### config.mk
export PLATFORM = sky130hd
export DESIGN_NAME = pvc_ctrl
export DESIGN_NICKNAME = d
export VERILOG_FILES = /design/src/hw/rtl/pvc_pkg.sv /design/src/hw/rtl/pvc_ctrl.sv
export SDC_FILE = /design/constraint.sdc
export NUM_CORES = 1
export LEC_CHECK = 0
export BUFFER_PORTS_ARGS = -buffer_cell sky130_fd_sc_hd__buf_2
export CORE_AREA = 2 2 47 49
export DETAILED_ROUTE_END_ITERATION = 8
export DIE_AREA = 0 0 49 51
export SLEW_MARGIN = 10
export SYNTH_ARGS = -nofsm -noshare
export SYNTH_HDL_FRONTEND = slang
export SYNTH_SLANG_ARGS = --single-unit
### constraint.sdc
create_clock -name clk -period 2.01 [get_ports clk]
set_input_delay 0 -clock clk [delete_from_list [all_inputs] [get_ports clk]]
set_output_delay 0 -clock clk [all_outputs]
set_load 0.02 [all_outputs]
### src/hw/rtl/pvc_pkg.sv
package pvc_pkg;

	localparam int unsigned CFG_IDX_W = 3;
	localparam int unsigned CFG_DATA_W = 32;
	localparam int unsigned PIX_OUT_W = 14;

	localparam logic [CFG_IDX_W-1:0] REG_SCALE       = 3'd0;
	localparam logic [CFG_IDX_W-1:0] REG_OFFSET_X    = 3'd1;
	localparam logic [CFG_IDX_W-1:0] REG_OFFSET_Y    = 3'd2;
	localparam logic [CFG_IDX_W-1:0] REG_VIEW_WIDTH  = 3'd3;
	localparam logic [CFG_IDX_W-1:0] REG_VIEW_HEIGHT = 3'd4;
	localparam logic [CFG_IDX_W-1:0] REG_ORIGIN_X    = 3'd5;
	localparam logic [CFG_IDX_W-1:0] REG_ORIGIN_Y    = 3'd6;
	localparam logic [CFG_IDX_W-1:0] REG_WRAP_REJECT = 3'd7;

	// span limit is 0.9 of the view width: compare |dx|*10 against w*9
	localparam logic [35:0] WRAP_NUM = 36'd10;
	localparam logic [35:0] WRAP_DEN = 36'd9;

	typedef struct packed {
		logic load_in;
		logic diff;
		logic axis_y;
		logic mul_tf;
		logic pix;
		logic delta;
		logic sel_pt;
		logic end_pt;
		logic mul_clip;
		logic clip_y;
		logic div_start;
		logic apply;
		logic store;
		logic emit_load;
	} pvc_cmd_t;

	typedef struct packed {
		logic skip;
		logic x_out;
		logic y_out;
		logic dx_zero;
		logic dy_zero;
		logic div_done;
		logic wrap_hit;
	} pvc_sts_t;

endpackage

### src/hw/rtl/pvc_ctrl.sv
module pvc_ctrl import pvc_pkg::*; (
	input  logic     clk,
	input  logic     arst_n,
	input  logic     in_valid,
	output logic     in_ready,
	output logic     out_valid,
	input  logic     out_ready,
	input  pvc_sts_t sts,
	output pvc_cmd_t cmd
);

	typedef enum logic [4:0] {
		S_IDLE, S_DIFF_X, S_MUL_X, S_PIX_X, S_DIFF_Y, S_MUL_Y, S_PIX_Y, S_DELTA,
		S_SEL, S_CHK_X, S_MUL_CX, S_DIV_CX, S_WAIT_CX, S_CHK_Y, S_MUL_CY,
		S_DIV_CY, S_WAIT_CY, S_CHK_FIN, S_EMIT
	} state_t;

	state_t state_q;
	logic   end_q;
	logic   out_valid_q;
	logic   emit_ok;

	assign emit_ok = !out_valid_q || out_ready;

	always_comb begin
		cmd          = '0;
		cmd.end_pt   = end_q;
		case (state_q)
			S_IDLE:    cmd.load_in = in_valid;
			S_DIFF_X:  cmd.diff = 1'b1;
			S_MUL_X:   cmd.mul_tf = 1'b1;
			S_PIX_X:   cmd.pix = 1'b1;
			S_DIFF_Y: begin
				cmd.diff   = 1'b1;
				cmd.axis_y = 1'b1;
			end
			S_MUL_Y:   cmd.mul_tf = 1'b1;
			S_PIX_Y: begin
				cmd.pix    = 1'b1;
				cmd.axis_y = 1'b1;
			end
			S_DELTA:   cmd.delta = 1'b1;
			S_SEL:     cmd.sel_pt = 1'b1;
			S_MUL_CX:  cmd.mul_clip = 1'b1;
			S_DIV_CX:  cmd.div_start = 1'b1;
			S_WAIT_CX: cmd.apply = sts.div_done;
			S_MUL_CY: begin
				cmd.mul_clip = 1'b1;
				cmd.clip_y   = 1'b1;
			end
			S_DIV_CY: begin
				cmd.div_start = 1'b1;
				cmd.clip_y    = 1'b1;
			end
			S_WAIT_CY: begin
				cmd.apply  = sts.div_done;
				cmd.clip_y = 1'b1;
			end
			S_CHK_FIN: cmd.store = !sts.x_out;
			S_EMIT:    cmd.emit_load = emit_ok;
			default: ;
		endcase
	end

	always_ff @(posedge clk or negedge arst_n) begin
		if (!arst_n) begin
			state_q     <= S_IDLE;
			end_q       <= 1'b0;
			out_valid_q <= 1'b0;
		end else begin
			if (out_ready)
				out_valid_q <= 1'b0;
			case (state_q)
				S_IDLE:   if (in_valid) state_q <= S_DIFF_X;
				S_DIFF_X: state_q <= S_MUL_X;
				S_MUL_X:  state_q <= S_PIX_X;
				S_PIX_X:  state_q <= S_DIFF_Y;
				S_DIFF_Y: state_q <= S_MUL_Y;
				S_MUL_Y:  state_q <= S_PIX_Y;
				S_PIX_Y:  state_q <= S_DELTA;
				S_DELTA: begin
					end_q   <= 1'b0;
					state_q <= sts.skip ? S_IDLE : S_SEL;
				end
				S_SEL:    state_q <= S_CHK_X;
				S_CHK_X: begin
					if (!sts.x_out)
						state_q <= S_CHK_Y;
					else
						state_q <= sts.dx_zero ? S_IDLE : S_MUL_CX;
				end
				S_MUL_CX: state_q <= S_DIV_CX;
				S_DIV_CX: state_q <= S_WAIT_CX;
				S_WAIT_CX: if (sts.div_done) state_q <= S_CHK_Y;
				S_CHK_Y: begin
					if (!sts.y_out)
						state_q <= S_CHK_FIN;
					else
						state_q <= sts.dy_zero ? S_IDLE : S_MUL_CY;
				end
				S_MUL_CY: state_q <= S_DIV_CY;
				S_DIV_CY: state_q <= S_WAIT_CY;
				S_WAIT_CY: if (sts.div_done) state_q <= S_CHK_FIN;
				S_CHK_FIN: begin
					if (sts.x_out)
						state_q <= S_IDLE;
					else if (!end_q) begin
						end_q   <= 1'b1;
						state_q <= S_SEL;
					end else
						state_q <= sts.wrap_hit ? S_IDLE : S_EMIT;
				end
				S_EMIT: begin
					if (emit_ok) begin
						out_valid_q <= 1'b1;
						state_q     <= S_IDLE;
					end
				end
				default: state_q <= S_IDLE;
			endcase
		end
	end

	assign in_ready  = state_q == S_IDLE;
	assign out_valid = out_valid_q;

	a_emit_room: assert property (@(posedge clk) disable iff (!arst_n)
		cmd.emit_load |=> out_valid_q) else $error("result register not loaded");
	a_div_x_nonzero: assert property (@(posedge clk) disable iff (!arst_n)
		(cmd.div_start && !cmd.clip_y) |-> !sts.dx_zero) else $error("x division by zero");
	a_div_y_nonzero: assert property (@(posedge clk) disable iff (!arst_n)
		(cmd.div_start && cmd.clip_y) |-> !sts.dy_zero) else $error("y division by zero");
	a_no_overwrite: assert property (@(posedge clk) disable iff (!arst_n)
		cmd.emit_load |-> (!out_valid_q || out_ready)) else $error("pending result overwritten");

endmodule

==> metrics.json, run 1 <==
{
  "floorplanning": {
    "floorplan.die_area_sq_mm": 0.00250,
    "initial_utilization": 0.327,
    "die_w_microns": 49,
    "placementRows": 17,
    "pin_count": 27,
    "dieHeight_microns": 51,
    "core-area_sq_mm": 0.00206
  },
  "route": {
    "route.detailed.drc": 0,
    "detail-route-antenna-nets": 0,
    "drt-vias-per-instance": 5.02,
    "drtPass1Iterations": 4,
    "drt-wirelength-per-cell_microns": 11.8,
    "drt_wl_total_microns": 1750,
    "via_count": 748,
    "dr.first_iter.drc_count": 24
  },
  "clock_tree": {
    "cts_max_path_buffers": 2,
    "post_cts_buffers": 0,
    "clk_latency_ps": 240,
    "clockRootBuffer": "sky130_fd_sc_hd__clkbuf_4",
    "htreeDepth": 1,
    "cts_buffers": 3,
    "path_clk_slew_ps": 50,
    "clkSinkCount": 7,
    "tritoncts": "yes"
  },
  "finish": {
    "final_nets": 133,
    "multi_input_area_sq_um": 437,
    "antenna-diode-count": 0,
    "sequential_cell_area_sq_um": 175,
    "layout.cells.most_common_list": "26 x sky130_fd_sc_hd__buf_2, 11 x sky130_fd_sc_hd__nor2_1, 9 x sky130_fd_sc_hd__nor2b_1",
    "mostFrequentLayoutCell": "sky130_fd_sc_hd__buf_2",
    "non_filler_cell_area_final_sq_um": 883,
    "post_layout_nonfiller_instances": 149,
    "layout-drive-gt1-share": 0.314,
    "area_delta_synth_final_pct": 30.7,
    "layout.filler_cells": 243
  },
  "setup_path": {
    "critical_path.max_fanout": 3,
    "crit_required_ps": 2140,
    "r2r_end": "state_q[4]",
    "timing.reg2reg.worst_path_depth": 4,
    "setup.reg_to_reg.worst_slack_ps": 220,
    "end_kind": "flip-flop",
    "r2r-start": "state_q[2]",
    "crit_path_start_kind": "flip-flop",
    "worst-setup-path-type": "reg -> reg",
    "critPathArrivalTime_ps": 1920
  },
  "run": {
    "max-cap-violations": 0
  },
  "pwr": {
    "fin_total_pwr_mw": 1.24,
    "p_int_mw": 0.605,
    "clkPwrFrac": 0.099,
    "power_switching_share": 0.512,
    "ir_drop_mv": 0.569,
    "sequentialPowerShare": 0.194,
    "powerDensity_mw_per_mm2": 1400,
    "total_leakage_power_nw": 0.429,
    "power.share.combinational": 0.707,
    "power_switching_mw": 0.634
  },
  "timing": {
    "min_period_over_period": 0.890,
    "finalWorstPathRequiredPeriod_ps": 1790,
    "clk_skew_ps": 3.56,
    "final_hold_viol_count": 0,
    "worst_pin_slew_ps": 481,
    "grt_setup_unrepaired": "no",
    "worst_slack_ps": 221,
    "achievable-frequency_ghz": 0.559,
    "finalSetupViolations": 0,
    "slew_violations": 0,
    "totalNegativeSetupSlack_ps": 0,
    "timing.slew.headroom": 0.679
  },
  "global_routing": {
    "grt_start_max_net_pins": 20,
    "antenna_found_initial": 0,
    "track_usage": 0.156,
    "grt_pass1_vias": 710,
    "grt-ovfl-total": 0,
    "grt_first_pass_wirelength_microns": 3060
  },
  "placed_design": {
    "place_ws_ps": 226,
    "dp.final_hpwl_microns": 1370,
    "gp_congestion": 0.866,
    "io_buffers": 26,
    "placed_cells": 143,
    "place_area_sq_um": 837
  },
  "synthesis": {
    "ys_dominant_reg_cell": "sky130_fd_sc_hd__dfrtp_1",
    "synth_cell_types": 37,
    "post_synth.cell_area_avg_sq_um": 7.34,
    "synth_largest_area_cell": "sky130_fd_sc_hd__dfrtp_1",
    "synthArstFlopShare": 1.00,
    "yosys-top-cells-area": "sky130_fd_sc_hd__dfrtp_1 26%, sky130_fd_sc_hd__nor2b_1 8.3%, sky130_fd_sc_hd__nor2_1 6.1%, sky130_fd_sc_hd__nand2b_1 4.6%, sky130_fd_sc_hd__inv_1 3.3%",
    "number_of_flops_mapped_to_enable_cells_by_yosys": 0,
    "synth.yosys.warnings": 0,
    "ys_seq_elements": 7,
    "synthesis.nets": 103,
    "area_fraction_of_the_dominant_cell_type_after_synthesis": 0.259,
    "gate_count_of_the_mapped_netlist": 92,
    "synth_sequential_area_ratio": 0.259,
    "post_synth_instance_area_sq_um": 676
  },
  "hold_path": {
    "hold_start": "sts[6]",
    "worst_hold_path_type": "in -> reg",
    "endpoint_with_the_worst_hold_slack": "state_q[3]",
    "whs_path_depth": 3
  },
  "outcome": {
    "outcome": "finished clean"
  }
}
-- Yosys cell counts (2+ instances only) --
master / n
sky130_fd_sc_hd__a21oi_1: 3
sky130_fd_sc_hd__nor3_1: 3
sky130_fd_sc_hd__nand2b_1: 5
sky130_fd_sc_hd__nand3_1: 2
sky130_fd_sc_hd__o21a_1: 2
sky130_fd_sc_hd__clkbuf_1: 5
sky130_fd_sc_hd__dfrtp_1: 7
sky130_fd_sc_hd__nand2_1: 5
sky130_fd_sc_hd__o22ai_1: 2
sky130_fd_sc_hd__nor2_1: 11
sky130_fd_sc_hd__nand4_1: 3
sky130_fd_sc_hd__nor4_1: 3
sky130_fd_sc_hd__o21ai_0: 3
sky130_fd_sc_hd__nor2b_1: 9
sky130_fd_sc_hd__inv_1: 6
sky130_fd_sc_hd__or3_1: 2
-- stage by stage --
stage          hold WS [ps]   util
2_1_floorplan          -296      -
3_3_place_gp           -157  0.406
3_5_place_dp           -154  0.406
4_1_cts                90.4  0.428
5_1_grt                 101  0.428
6_report               89.3  0.428
-- what timing repair did --
item | in CTS | in global routing
hold buffers | 2 | 0
resized for setup | 0 | 0
hold endpoints to repair | 8 | 0
endpoints found under the setup margin | 0 | 0
-- logic make-up (layout without fill, tap and decap cells) --
group,after synthesis,count (layout),synth area share
xor gates and xnor gates,1,1,0.0130
and+or+nand+nor,47,47,0.376
buffers and inverters,14,43,0.0944
muxes,1,1,0.0222
DFF,7,7,0.259
AOI/OAI and AO/OA,22,22,0.235
-- layer usage --
metal	part of all wire	global-route usage	vias to the layer above
met2	0.46	0.265	23
li1	-	-	389
met5	0	0	-
met1	0.48	0.194	334
met3	0.047	0.0205	2
met4	0.011	0.0810	0
-- worst max-delay path: stages (launching register included) --
cell and delay [ps]:
sky130_fd_sc_hd__dfrtp_1 370, sky130_fd_sc_hd__or4_4 540, sky130_fd_sc_hd__or3_1 340, sky130_fd_sc_hd__o211ai_2 110, sky130_fd_sc_hd__mux2_4 310
-- flip-flops by register name, indices dropped and copies added (netlist names) --
name       count
end_q          1
state_q        5
out_valid      1
-- cell type report --
class / instances / share of cell area
Multi-Input combinational cell: 71 / 0.494
Clock buffer: 4 / 0.0297
Sequential cell: 7 / 0.198
Inverter: 6 / 0.0255
Tap cell: 28 / 0.0397
Timing Repair Buffer: 33 / 0.212
-- power by group through the flow --
stage	clock [mW]	sequential, mW	combinational [mW]
2_1_floorplan	0	0.237	0.651
3_3_place_gp	0	0.239	0.870
3_5_place_dp	0	0.243	0.871
4_1_cts	0.130	0.241	0.879
5_1_grt	0.139	0.251	0.977
6_report	0.123	0.240	0.876
-- worst max path at each step --
stage / from / to / cells after the start
after floorplan: state_q[3] / state_q[4] / 5
after global placement: state_q[2] / state_q[4] / 4
after detailed placement: state_q[2] / state_q[4] / 4
after CTS: state_q[2] / state_q[4] / 4
after global routing: state_q[4] / cmd[4] / 5
final: state_q[2] / state_q[4] / 4
Note: power is estimated with default switching activity, not from simulation.
==> inputs of run 2 (changes only) <==
- PLACE_DENSITY_LB_ADDON: not set -> 0.3
==> metrics.json, run 2 (synthesis gave the netlist of run 1 again) <==
{
  "route": {
    "drt_wl_total": {"value": 1820, "unit": "microns", "change": "+4.1%"},
    "detail-route-antenna-nets": {"value": 0, "change": "unchanged"},
    "met1_length": {"value": 885, "unit": "microns", "change": "+4.7%"},
    "drtPass1Iterations": {"value": 4, "change": "unchanged"},
    "drt-wirelength-per-cell": {"value": 12.2, "unit": "microns", "change": "+3.4%"},
    "met2RoutedLength": {"value": 869, "unit": "microns", "change": "+7.8%"},
    "topRoutingLayerUsed": "met3",
    "dr.first_iter.drc_count": {"value": 16, "change": "-33%"},
    "drt-vias-per-instance": {"value": 5.17, "change": "+2.9%"},
    "via_count": {"value": 775, "change": "+3.6%"},
    "route.detailed.drc": {"value": 0, "change": "unchanged"},
    "routed-wl-met3": {"value": 69, "unit": "microns", "change": "-16%"}
  },
  "global_routing": {
    "grt-ovfl-total": {"value": 0, "change": "unchanged"},
    "antenna_found_initial": {"value": 0, "change": "unchanged"},
    "grt_start_max_net_pins": {"value": 20, "change": "unchanged"},
    "grt_pass1_vias": {"value": 702, "change": "-1.1%"},
    "grt_first_pass_wirelength": {"value": 3100, "unit": "microns", "change": "+1.4%"},
    "track_usage": {"value": 0.162, "change": "+0.00568"}
  },
  "timing": {
    "worst_pin_slew": {"value": 377, "unit": "ps", "change": "-104 ps"},
    "slew_violations": {"value": 0, "change": "unchanged"},
    "grt_setup_unrepaired": "no",
    "achievable-frequency": {"value": 0.559, "unit": "GHz", "change": "about the same"},
    "min_period_over_period": {"value": 0.890, "change": "about the same"},
    "clk_skew": {"value": 1.52, "unit": "ps", "change": "-2.04 ps"},
    "totalNegativeSetupSlack": {"value": 0, "unit": "ps", "change": "unchanged"},
    "timing.slew.headroom": {"value": 0.749, "change": "+0.0694"},
    "worst_slack": {"value": 221, "unit": "ps", "change": "-0.437 ps"},
    "finalSetupViolations": {"value": 0, "change": "unchanged"},
    "finalWorstPathRequiredPeriod": {"value": 1790, "unit": "ps", "change": "+0.437 ps"},
    "hold_ws": {"value": 79.1, "unit": "ps", "change": "-10.2 ps"},
    "final_hold_viol_count": {"value": 0, "change": "unchanged"}
  },
  "finish": {
    "layout-drive-gt1-share": {"value": 0.328, "change": "+0.0138"},
    "antenna-diode-count": {"value": 0, "change": "unchanged"},
    "area_delta_synth_final_pct": 32.0,
    "max_flop_register": "state_q",
    "post-route-util": {"value": 0.432, "change": "+0.00424"},
    "largest_register_ffs": {"value": 5, "change": "unchanged"},
    "non_filler_cell_area_final": {"value": 892, "unit": "sq um", "change": "+0.99%"},
    "post_layout_nonfiller_instances": {"value": 150, "change": "+0.67%"},
    "layout.filler_cells": {"value": 217, "change": "-11%"},
    "final_nets": {"value": 134, "change": "+0.75%"},
    "layout.cells.most_common_list": "26 x sky130_fd_sc_hd__buf_2, 11 x sky130_fd_sc_hd__nor2_1, 9 x sky130_fd_sc_hd__nor2b_1",
    "mostFrequentLayoutCell": "sky130_fd_sc_hd__buf_2"
  },
  "outcome": {
    "outcome": "finished clean"
  },
  "setup_path": {
    "critical_path.max_fanout": {"value": 3, "change": "unchanged"},
    "crit_required": {"value": 2150, "unit": "ps", "change": "about the same"},
    "end_kind": "flip-flop",
    "worst-setup-path-type": "reg -> reg",
    "crit_path_start_kind": "flip-flop",
    "critPathArrivalTime": {"value": 1930, "unit": "ps", "change": "about the same"}
  },
  "placed_design": {
    "place_area": {"value": 845, "unit": "sq um", "change": "+0.90%"},
    "io_buffers": {"value": 26, "change": "unchanged"},
    "placed_cells": {"value": 144, "change": "+0.70%"},
    "gp_congestion": {"value": 0.791, "change": "-8.7%"},
    "dp.final_hpwl": {"value": 1410, "unit": "microns", "change": "+3.3%"},
    "place_ws": {"value": 233, "unit": "ps", "change": "+7.02 ps"}
  },
  "pwr": {
    "powerDensity": {"value": 1400, "unit": "mW/mm^2", "change": "+0.15%"},
    "total_leakage_power": {"value": 0.437, "unit": "nW", "change": "+1.9%"},
    "ir_drop": {"value": 0.666, "unit": "mV", "change": "+17%"},
    "fin_total_pwr": {"value": 1.25, "unit": "mW", "change": "+1.1%"}
  },
  "floorplanning": {
    "dieHeight": {"value": 51, "unit": "microns", "change": "unchanged"},
    "placementRows": {"value": 17, "change": "unchanged"},
    "initial_utilization": {"value": 0.327, "change": "unchanged"},
    "core-area": {"value": 0.00206, "unit": "sq mm", "change": "unchanged"},
    "floorplan.die_area": {"value": 0.00250, "unit": "sq mm", "change": "unchanged"},
    "pin_count": {"value": 27, "change": "unchanged"},
    "die_w": {"value": 49, "unit": "microns", "change": "unchanged"}
  },
  "clock_tree": {
    "path_clk_slew": {"value": 60, "unit": "ps", "change": "about the same"},
    "clk_latency": {"value": 250, "unit": "ps", "change": "about the same"},
    "clkSinkCount": {"value": 7, "change": "unchanged"},
    "tritoncts": "yes",
    "cts_max_path_buffers": {"value": 2, "change": "unchanged"},
    "post_cts_buffers": {"value": 0, "change": "unchanged"},
    "cts_buffers": {"value": 3, "change": "unchanged"},
    "htreeDepth": {"value": 1, "change": "unchanged"},
    "clockRootBuffer": "sky130_fd_sc_hd__clkbuf_4"
  },
  "hold_path": {
    "worst_hold_path_type": "in -> reg"
  },
  "run": {
    "max-cap-violations": {"value": 0, "change": "unchanged"}
  }
}
[run 2: critical path, stage by stage, from the launching register on]
cell and delay (ps):
sky130_fd_sc_hd__dfrtp_1 370, sky130_fd_sc_hd__or4_4 540, sky130_fd_sc_hd__or3_1 340, sky130_fd_sc_hd__o211ai_2 110, sky130_fd_sc_hd__mux2_4 310
[run 2: final cells by class]
class / count / area (sq um) / area share
Multi-Input combinational cell: 71 / 437 / 0.489
Clock buffer: 3 / 22.5 / 0.0252
Sequential cell: 7 / 175 / 0.196
Clock inverter: 1 / 5.00 / 0.00561
Tap cell: 28 / 35.0 / 0.0393
Timing Repair Buffer: 34 / 195 / 0.219
Inverter: 6 / 22.5 / 0.0252
[run 2: final timing paths]
check	endpoint	startpoint	slack (ps)	depth (start not counted)
max in group asynchronous	end_q	arst_n	1750	2
min in group asynchronous	out_valid	arst_n	110	2
max	state_q[4]	state_q[2]	220	4
min	state_q[3]	sts[6]	80	3
max reg2reg	state_q[4]	state_q[2]	220	4
min reg2reg	out_valid	out_valid	560	2
[run 2: where the power goes]
part           switching (mW)  internal, mW
Combinational           0.552         0.340
Clock                  0.0560        0.0728
Sequential             0.0379         0.194
[run 2: per-layer routing]
metal	vias up	track usage
met4	0	0.0714
li1	389	-
met1	360	0.208
met3	0	0.0263
met5	-	0
met2	26	0.267
[run 2: repair_timing]
| action | CTS | global route |
|---|---|---|
| hold endpoints to repair | 8 | 0 |
| endpoints found under the setup margin | 0 | 0 |
| hold buffers | 2 | 0 |
| resized for setup | 0 | 0 |
